[config.mk]
export PLATFORM = sky130hd
export DESIGN_NAME = o2c_ctrl
export DESIGN_NICKNAME = d
export VERILOG_FILES = /design/src/hw/rtl/o2c_pkg.sv /design/src/hw/rtl/o2c_ctrl.sv
export SDC_FILE = /design/constraint.sdc
export NUM_CORES = 1
export LEC_CHECK = 0
export ABC_AREA = 1
export CAP_MARGIN = 20
export CORE_MARGIN = 4
export CORE_UTILIZATION = 45
export CTS_CLUSTER_DIAMETER = 150
export CTS_CLUSTER_SIZE = 8
export DETAILED_ROUTE_END_ITERATION = 10
export DONT_BUFFER_PORTS = 1
export MAX_ROUTING_LAYER = met4
export PLACE_DENSITY_LB_ADDON = 0.25
export SLEW_MARGIN = 20
export SYNTH_ARGS = -nofsm -noshare
export SYNTH_HDL_FRONTEND = slang
export SYNTH_SLANG_ARGS = --single-unit
[constraint.sdc]
create_clock -name i_clk -period 1.7 [get_ports i_clk]
set_input_delay 0.34 -clock i_clk [delete_from_list [all_inputs] [get_ports i_clk]]
set_output_delay 0.34 -clock i_clk [all_outputs]
set_load 0.01 [all_outputs]
[src/hw/rtl/o2c_pkg.sv]
// ----------------------------------------------------------------------------
// o2c_pkg
// types, constants and codes of the outline to cubic path converter
// ----------------------------------------------------------------------------
package o2c_pkg;

    localparam int C_COORD_BITS    = 24;
    localparam int C_PENDING_DEPTH = 8;
    localparam int C_HOLD_POINTS   = 4;
    localparam int C_COUNT_BITS    = $clog2(C_PENDING_DEPTH + 1);
    localparam int C_IDX_BITS      = $clog2(C_PENDING_DEPTH);
    localparam int C_NUM_BITS      = C_COORD_BITS + 2;
    localparam int C_DIV_SHIFT     = C_COORD_BITS + 3 + ((C_COORD_BITS + 4) % 2);
    localparam int C_PROD_BITS     = C_NUM_BITS + C_DIV_SHIFT;
    localparam logic [C_DIV_SHIFT-1:0] C_RECIP3 =
        C_DIV_SHIFT'(((64'd1 << C_DIV_SHIFT) + 64'd1) / 64'd3);

    localparam logic [2:0] OP_MOVE   = 3'd0;
    localparam logic [2:0] OP_LINE   = 3'd1;
    localparam logic [2:0] OP_CONIC  = 3'd2;
    localparam logic [2:0] OP_CUBIC  = 3'd3;
    localparam logic [2:0] OP_FINISH = 3'd4;

    localparam logic [1:0] KIND_MOVE  = 2'd0;
    localparam logic [1:0] KIND_LINE  = 2'd1;
    localparam logic [1:0] KIND_CURVE = 2'd2;

    typedef logic signed [C_COORD_BITS-1:0] t_coord;
    typedef logic signed [C_COORD_BITS:0]   t_wide;
    typedef logic signed [C_NUM_BITS-1:0]   t_num;
    typedef logic [C_PROD_BITS-1:0]         t_prod;
    typedef logic [C_COUNT_BITS-1:0]        t_count;

    typedef struct packed {
        logic [2:0] opcode;
        t_coord     x1;
        t_coord     y1;
        t_coord     x2;
        t_coord     y2;
        t_coord     x3;
        t_coord     y3;
    } t_in_item;

    typedef struct packed {
        t_coord     point_x;
        t_coord     point_y;
        logic [1:0] point_kind;
        logic       close_figure;
        logic       path_empty;
        logic       last_of_run;
    } t_out_item;

    typedef struct packed {
        t_coord     x;
        t_coord     y;
        logic [1:0] kind;
        logic       closed;
    } t_point;

    typedef enum logic [1:0] {
        SRC_A,
        SRC_B,
        SRC_C,
        SRC_DIV
    } t_push_src;

    typedef enum logic [3:0] {
        ST_IDLE,
        ST_CHECK,
        ST_PUSH_A,
        ST_PUSH_B,
        ST_PUSH_C,
        ST_DIV1,
        ST_WAIT1,
        ST_DIV2,
        ST_WAIT2,
        ST_DRAIN,
        ST_MARK
    } t_state;

    typedef struct packed {
        logic      load;
        logic      check;
        logic      push;
        t_push_src push_src;
        logic      set_cur;
        logic      div_start;
        logic      div_second;
        logic      drain;
        logic      drain_last;
        logic      marker;
    } t_dp_cmd;

    typedef struct packed {
        t_count count;
        logic   out_free;
        logic   div_done;
    } t_dp_status;

endpackage

[src/hw/rtl/o2c_ctrl.sv]
// ----------------------------------------------------------------------------
// o2c_ctrl
// sequencer of the path converter: check, push, conic thirds, drain, marker
// ----------------------------------------------------------------------------
module o2c_ctrl (
    input  logic                  i_clk,
    input  logic                  i_rst_n,
    input  logic                  i_in_valid,
    output logic                  o_in_ready,
    input  logic [2:0]            i_opcode,
    input  o2c_pkg::t_dp_status   i_status,
    output o2c_pkg::t_dp_cmd      o_cmd
);

    o2c_pkg::t_state  r_state, n_state;
    logic [2:0]       r_op, n_op;
    logic             w_fin;
    o2c_pkg::t_count  w_keep, w_keep_p1;

    assign w_fin     = (r_op == o2c_pkg::OP_FINISH);
    assign w_keep    = w_fin ? '0 : o2c_pkg::C_COUNT_BITS'(o2c_pkg::C_HOLD_POINTS);
    assign w_keep_p1 = o2c_pkg::t_count'(w_keep + o2c_pkg::C_COUNT_BITS'(1));

    always_ff @(posedge i_clk) begin
        if (!i_rst_n) begin
            r_state <= o2c_pkg::ST_IDLE;
            r_op    <= o2c_pkg::OP_MOVE;
        end else begin
            r_state <= n_state;
            r_op    <= n_op;
        end
    end

    always_comb begin
        n_state          = r_state;
        n_op             = r_op;
        o_in_ready       = 1'b0;
        o_cmd.load       = 1'b0;
        o_cmd.check      = 1'b0;
        o_cmd.push       = 1'b0;
        o_cmd.push_src   = o2c_pkg::SRC_A;
        o_cmd.set_cur    = 1'b0;
        o_cmd.div_start  = 1'b0;
        o_cmd.div_second = 1'b0;
        o_cmd.drain      = 1'b0;
        o_cmd.drain_last = 1'b0;
        o_cmd.marker     = 1'b0;
        case (r_state)
            o2c_pkg::ST_IDLE: begin
                o_in_ready = 1'b1;
                if (i_in_valid) begin
                    o_cmd.load = 1'b1;
                    n_op       = i_opcode;
                    case (i_opcode)
                        o2c_pkg::OP_MOVE, o2c_pkg::OP_FINISH: n_state = o2c_pkg::ST_CHECK;
                        o2c_pkg::OP_LINE, o2c_pkg::OP_CUBIC:  n_state = o2c_pkg::ST_PUSH_A;
                        o2c_pkg::OP_CONIC:                    n_state = o2c_pkg::ST_DIV1;
                        default:                              n_state = o2c_pkg::ST_IDLE;
                    endcase
                end
            end
            o2c_pkg::ST_CHECK: begin
                o_cmd.check = 1'b1;
                n_state     = w_fin ? o2c_pkg::ST_DRAIN : o2c_pkg::ST_PUSH_A;
            end
            o2c_pkg::ST_PUSH_A: begin
                o_cmd.push     = 1'b1;
                o_cmd.push_src = o2c_pkg::SRC_A;
                o_cmd.set_cur  = (r_op != o2c_pkg::OP_CUBIC);
                n_state = (r_op == o2c_pkg::OP_CUBIC) ? o2c_pkg::ST_PUSH_B : o2c_pkg::ST_DRAIN;
            end
            o2c_pkg::ST_PUSH_B: begin
                o_cmd.push     = 1'b1;
                o_cmd.push_src = o2c_pkg::SRC_B;
                o_cmd.set_cur  = (r_op == o2c_pkg::OP_CONIC);
                n_state = (r_op == o2c_pkg::OP_CUBIC) ? o2c_pkg::ST_PUSH_C : o2c_pkg::ST_DRAIN;
            end
            o2c_pkg::ST_PUSH_C: begin
                o_cmd.push     = 1'b1;
                o_cmd.push_src = o2c_pkg::SRC_C;
                o_cmd.set_cur  = 1'b1;
                n_state        = o2c_pkg::ST_DRAIN;
            end
            o2c_pkg::ST_DIV1: begin
                o_cmd.div_start = 1'b1;
                n_state         = o2c_pkg::ST_WAIT1;
            end
            o2c_pkg::ST_WAIT1: begin
                if (i_status.div_done) begin
                    o_cmd.push     = 1'b1;
                    o_cmd.push_src = o2c_pkg::SRC_DIV;
                    n_state        = o2c_pkg::ST_DIV2;
                end
            end
            o2c_pkg::ST_DIV2: begin
                o_cmd.div_start  = 1'b1;
                o_cmd.div_second = 1'b1;
                n_state          = o2c_pkg::ST_WAIT2;
            end
            o2c_pkg::ST_WAIT2: begin
                o_cmd.div_second = 1'b1;
                if (i_status.div_done) begin
                    o_cmd.push     = 1'b1;
                    o_cmd.push_src = o2c_pkg::SRC_DIV;
                    n_state        = o2c_pkg::ST_PUSH_B;
                end
            end
            o2c_pkg::ST_DRAIN: begin
                if (i_status.count > w_keep) begin
                    if (i_status.out_free) begin
                        o_cmd.drain      = 1'b1;
                        o_cmd.drain_last = !w_fin && (i_status.count == w_keep_p1);
                        if (i_status.count == w_keep_p1) begin
                            n_state = w_fin ? o2c_pkg::ST_MARK : o2c_pkg::ST_IDLE;
                        end
                    end
                end else begin
                    n_state = w_fin ? o2c_pkg::ST_MARK : o2c_pkg::ST_IDLE;
                end
            end
            o2c_pkg::ST_MARK: begin
                if (i_status.out_free) begin
                    o_cmd.marker = 1'b1;
                    n_state      = o2c_pkg::ST_IDLE;
                end
            end
            default: begin
                n_state = o2c_pkg::ST_IDLE;
            end
        endcase
    end

endmodule

# [Yosys cells after proc, flatten, opt, wreduce, memory -nomap -nowiden]
# Index checks and enable logic that the tools add are counted.
# Widths: inputs -> output; s select.
[word_totals] ff_bits=7 in_bits=12
[classes] n_addsub=1 order_cmp=1 eq_ne=25 n_mux=28 n_reduce_logical=11
[ops] cell="$mux 4" count=11
[ops] cell="$pmux 4 s11" count=1
[ops] cell="$eq 4x3->1 const B" count=4
[ops] cell="$eq 3x2->1 const B" count=4
[ops] cell="$eq 4x4->1 const B" count=3
[ops] cell="$pmux 3 s4" count=1
[ops] cell="$reduce_or 2->1" count=5
[ops] cell="$pmux 3 s3" count=1
[ops] cell="$eq 4x2->1 const B" count=2
[ops] cell="$mux 1" count=8
[ops] cell="$ne 2x2->1 const B" count=4
[ops] cell="$eq 3x3->1 const B" count=2
[ops] cell="$mux 2" count=3
[ops] cell="$mux 3" count=2
[ops] cell="$ne 3x3->1 const B" count=2
[ops] cell="$reduce_and 6->1" count=1
[ops] cell="$add 3x1->4 const B" count=1
[ops] cell="$eq 4x1->1 const B" count=1
[ops] cell="$eq 4x4->1" count=1
[ops] cell="$gt 4x3->1" count=1
[ops] cell="$logic_not 4->1" count=1
[ops] cell="$eq 3x1->1 const B" count=1
[ops] cell="$logic_not 3->1" count=1
[ops] cell="$ne 3x2->1 const B" count=1
[ops] cell="4 further kinds" count=4

# [Depth between registers and ports, before layout]
[logic_depth] ltp_word=8 mapped_depth=11 depth_no_buf=11

# [Worst setup path before layout]
# OpenSTA, ideal clock, no wires.
[synth_timing] path_kind="register to output" from="register r_op[1]" to="output o_cmd[1] (netlist bit)" arrival_ps=1346 required_ps=1360 slack_ps=14 path_stages_with_launch=8 path_cell_list="dfxtp_1 inv_1 nand3_1 ha_1 inv_1 nor2_1 nand3_1 nor3_1"
[synth_rtl] item="start: declaration" line_no="o2c_ctrl.sv:16" source="logic [2:0] r_op, n_op;"
[synth_rtl] item="start signal: assignment" line_no="o2c_ctrl.sv:27" source="r_op <= o2c_pkg::OP_MOVE;"
[synth_rtl] item="start signal: assignment" line_no="o2c_ctrl.sv:30" source="r_op <= n_op;"
[synth_rtl] item="end: declaration" line_no="o2c_ctrl.sv:12" source="output o2c_pkg::t_dp_cmd o_cmd"

==> results by group <==
STA
  – Setup Skew: 0.001634 ns
  – Final Cycle Share: 110.1%
  – Final Setup Violations: 2
  – RSZ-0062 raised after global routing: yes
  – Fin. max-slew vios: 0
  – Final hold viol count: 0
  – Worst Tran Pin Value: 0.3525 ns
  – Max transition margin: 76.25%
  – Worst setup margin: -0.1720 ns
  – Fmax: 0.5342 GHz
  – Final TNS setup: -0.3422 ns
  – Period minus WS final: 1.872 ns

Final layout
  – Synth-to-Final Area Change: 50.00%
  – Final core utilization: 72.41%
  – Share of layout cells above drive strength 1: 50.97%
  – Antenna cells: 0
  – Finished Layout Cells: 171
  – Nets@finish: 169

Synthesis
  – Primary FF master, synth: dfxtp_1
  – Cell type with the largest total area after synthesis: dfxtp_1
  – Synth cell count leaders: 26 x nor2_1, 22 x nand2_1, 21 x inv_1
  – Cell variety after synth: 21
  – Count leader, synth: nor2_1
  – Synth top area cells: dfxtp_1 19%, nor2_1 13%, nand2_1 11%
  – Syn Area/Cell: 5.748 sq um
  – Synth Cell Area: 735.7 sq um
  – Post-Syn Instances: 128
  – Yosys warnings: 0
  – Post-synth ARST share: 0%
  – Syn Nets: 141
  – #FFs+latches synth: 7
  – Area share of the largest cell type after synthesis: 19.05%
  – Sequential element share of the synthesized area: 19.05%
  – EDFF count, synth: 0

Routing
  – DRT iter0 DRCs: 20
  – Final ANT Viol Nets: 0
  – Wire length per cell: 13.65 microns
  – DRC viols: 0
  – Via Count: 903
  – Drt total wl: 2.334 mm
  – Drt first pass iters: 4
  – Vias/cell: 5.281

Setup path
  – Critical path's largest stage delay: 0.32 ns
  – Worst Setup Path Type: flop to output port
  – CP endpoint kind: output port
  – Crit-path max FO: 2
  – CP cell instances: inv_2 -> nand3_4 -> ha_4 -> inv_2 -> nor2_4 -> nand2_1 -> nand3b_1 -> nor3_2 -> buf_4
  – Critical Path RT: 1.36 ns
  – CP dominant cell by count: inv_2
  – Critical Path Source Type: flop
  – Slowest-stage cell, CP: dfxtp_2
  – CP Data Arrival Time: 1.53 ns

CTS
  – Worst-path clk slew: 0.06 ns
  – H-tree depth: 1
  – TritonCTS clock tree: yes
  – Hold-fix buffers, CTS: 0
  – Root Driver: clkbuf_4
  – Worst skew pair latency: 0.25 ns
  – CTS max path bufs: 2
  – Num CTS Buffers: 3
  – Clk sinks: 7

Min path
  – HP Class: input port to flop

Floorplan
  – Core box area: 1524 sq um
  – Horiz. Die Dim: 48.44 microns
  – Site row count: 14
  – Die H: 48.44 microns
  – # IOs: 24
  – Initial Utilization: 48.28%
  – Die area: 2346 sq um

Placement
  – Place WS: -0.001376 ns
  – Routability cong.: 0.8806
  – Port Buffers: 0
  – DP Cell Count: 155
  – HPWL after detailed placement: 1.649 mm

Pwr
  – Pwr Density: 1465 nW/um^2
  – Worst IR Drop VDD: 965.1 uV
  – Pleak: 0.5523 nW

Global route
  – Gr usage total: 19.14%
  – Overflow after GRT: 0
  – Initial antenna violation count: 0
  – Largest net degree at the start of global routing: 7
  – First-pass GRT wire length: 3.594 mm
  – Vias in the first global route: 873

Job
  – Max-Cap Viols: 0

Status
  – Failing checks: negative setup slack
  – Status: finished with violations
-- per-stage QoR --
step	instance area (sq um)	total power [mW]	hold WS, ns
3_5_place_dp	838.3	1.128	0.4655
3_3_place_gp	838.3	1.113	0.4574
6_report	1104	1.617	0.2227
4_1_cts	970.9	1.423	0.2226
2_1_floorplan	735.7	0.8877	0.4560
5_1_grt	1104	1.755	0.2339
-- final cells by class --
cell class | count | area (sq um)
sequential | 7 | 156.4
multi-input combinational | 95 | 623.1
clock inverter | 1 | 5.005
timing repair buffer | 23 | 176.4
clock buffer | 3 | 22.52
tap | 16 | 20.02
inverter | 26 | 100.1
fill | 133 | 420.4
-- logic make-up (layout without fill, tap and decap cells) --
| family | after synthesis | in the layout | synth area share, % |
|---|---|---|---|
| and+or+nand+nor | 79 | 79 | 53.74 |
| buffers and inverters | 26 | 53 | 13.27 |
| AOI/OAI and AO/OA | 15 | 15 | 12.24 |
| DFF | 7 | 7 | 19.05 |
| adders and majority gates | 1 | 1 | 1.700 |
-- power by group --
part	internal, mW	total (mW)	leakage, nW	switching (mW)
clock	0.0862	0.154	0.0177	0.0675
sequential	0.241	0.326	0.0611	0.0857
combinational	0.460	1.14	0.474	0.676
total	0.787	1.62	0.552	0.829
-- sequential cells by signal, indices dropped and copies added (netlist names) --
signal and count:
r_op 3, r_state 4
-- worst paths after layout --
path / cells past startpoint / slack (ns) / start / end
min: 2 / 0.22 / i_rst_n / r_op[2]
max reg2reg: 12 / 0.01 / r_op[0] / r_state[0]
max: 9 / -0.17 / r_op[0] / o_cmd[1]
min reg2reg: 2 / 0.53 / r_state[1] / r_state[1]
-- layout by cell type, fill, tap and decap left out, drive strengths merged --
cell type  netlist  layout
clkbuf           0       3
nand3b           1       1
o41ai            1       1
inv             26      26
a21oi            8       8
nand4            1       1
nor3             1       1
o21ai            5       5
nand3           11      11
nor2            34      34
o211ai           1       1
nor4             1       1
ha               1       1
dfxtp            7       7
buf              0      23
clkinv           0       1
nand2           30      30
-- worst max-delay path, delay by kind of cell, from the launching register on --
family | cells | cell delay (ns)
adder cells (fa/ha/maj) | 1 | 0.27
buffers and inverters | 3 | 0.24
flip-flops | 1 | 0.32
AND/OR/NAND/NOR | 5 | 0.45
-- metal layers --
layer	GRT usage (%)	up-vias	share of wire, %
li1	-	454	-
met1	19.32	416	39
met2	35.65	25	53
met3	4.908	8	5.0
met4	5.069	0	3.1
met5	-	-	0
-- timing repair --
| item | in CTS | in global routing |
|---|---|---|
| setup buffers | 4 | 8 |
| setup endpoints to repair | 6 | 10 |
| pin swaps | 7 | 11 |
| gates resized for setup | 23 | 19 |
(Power assumes the default switching activity.)
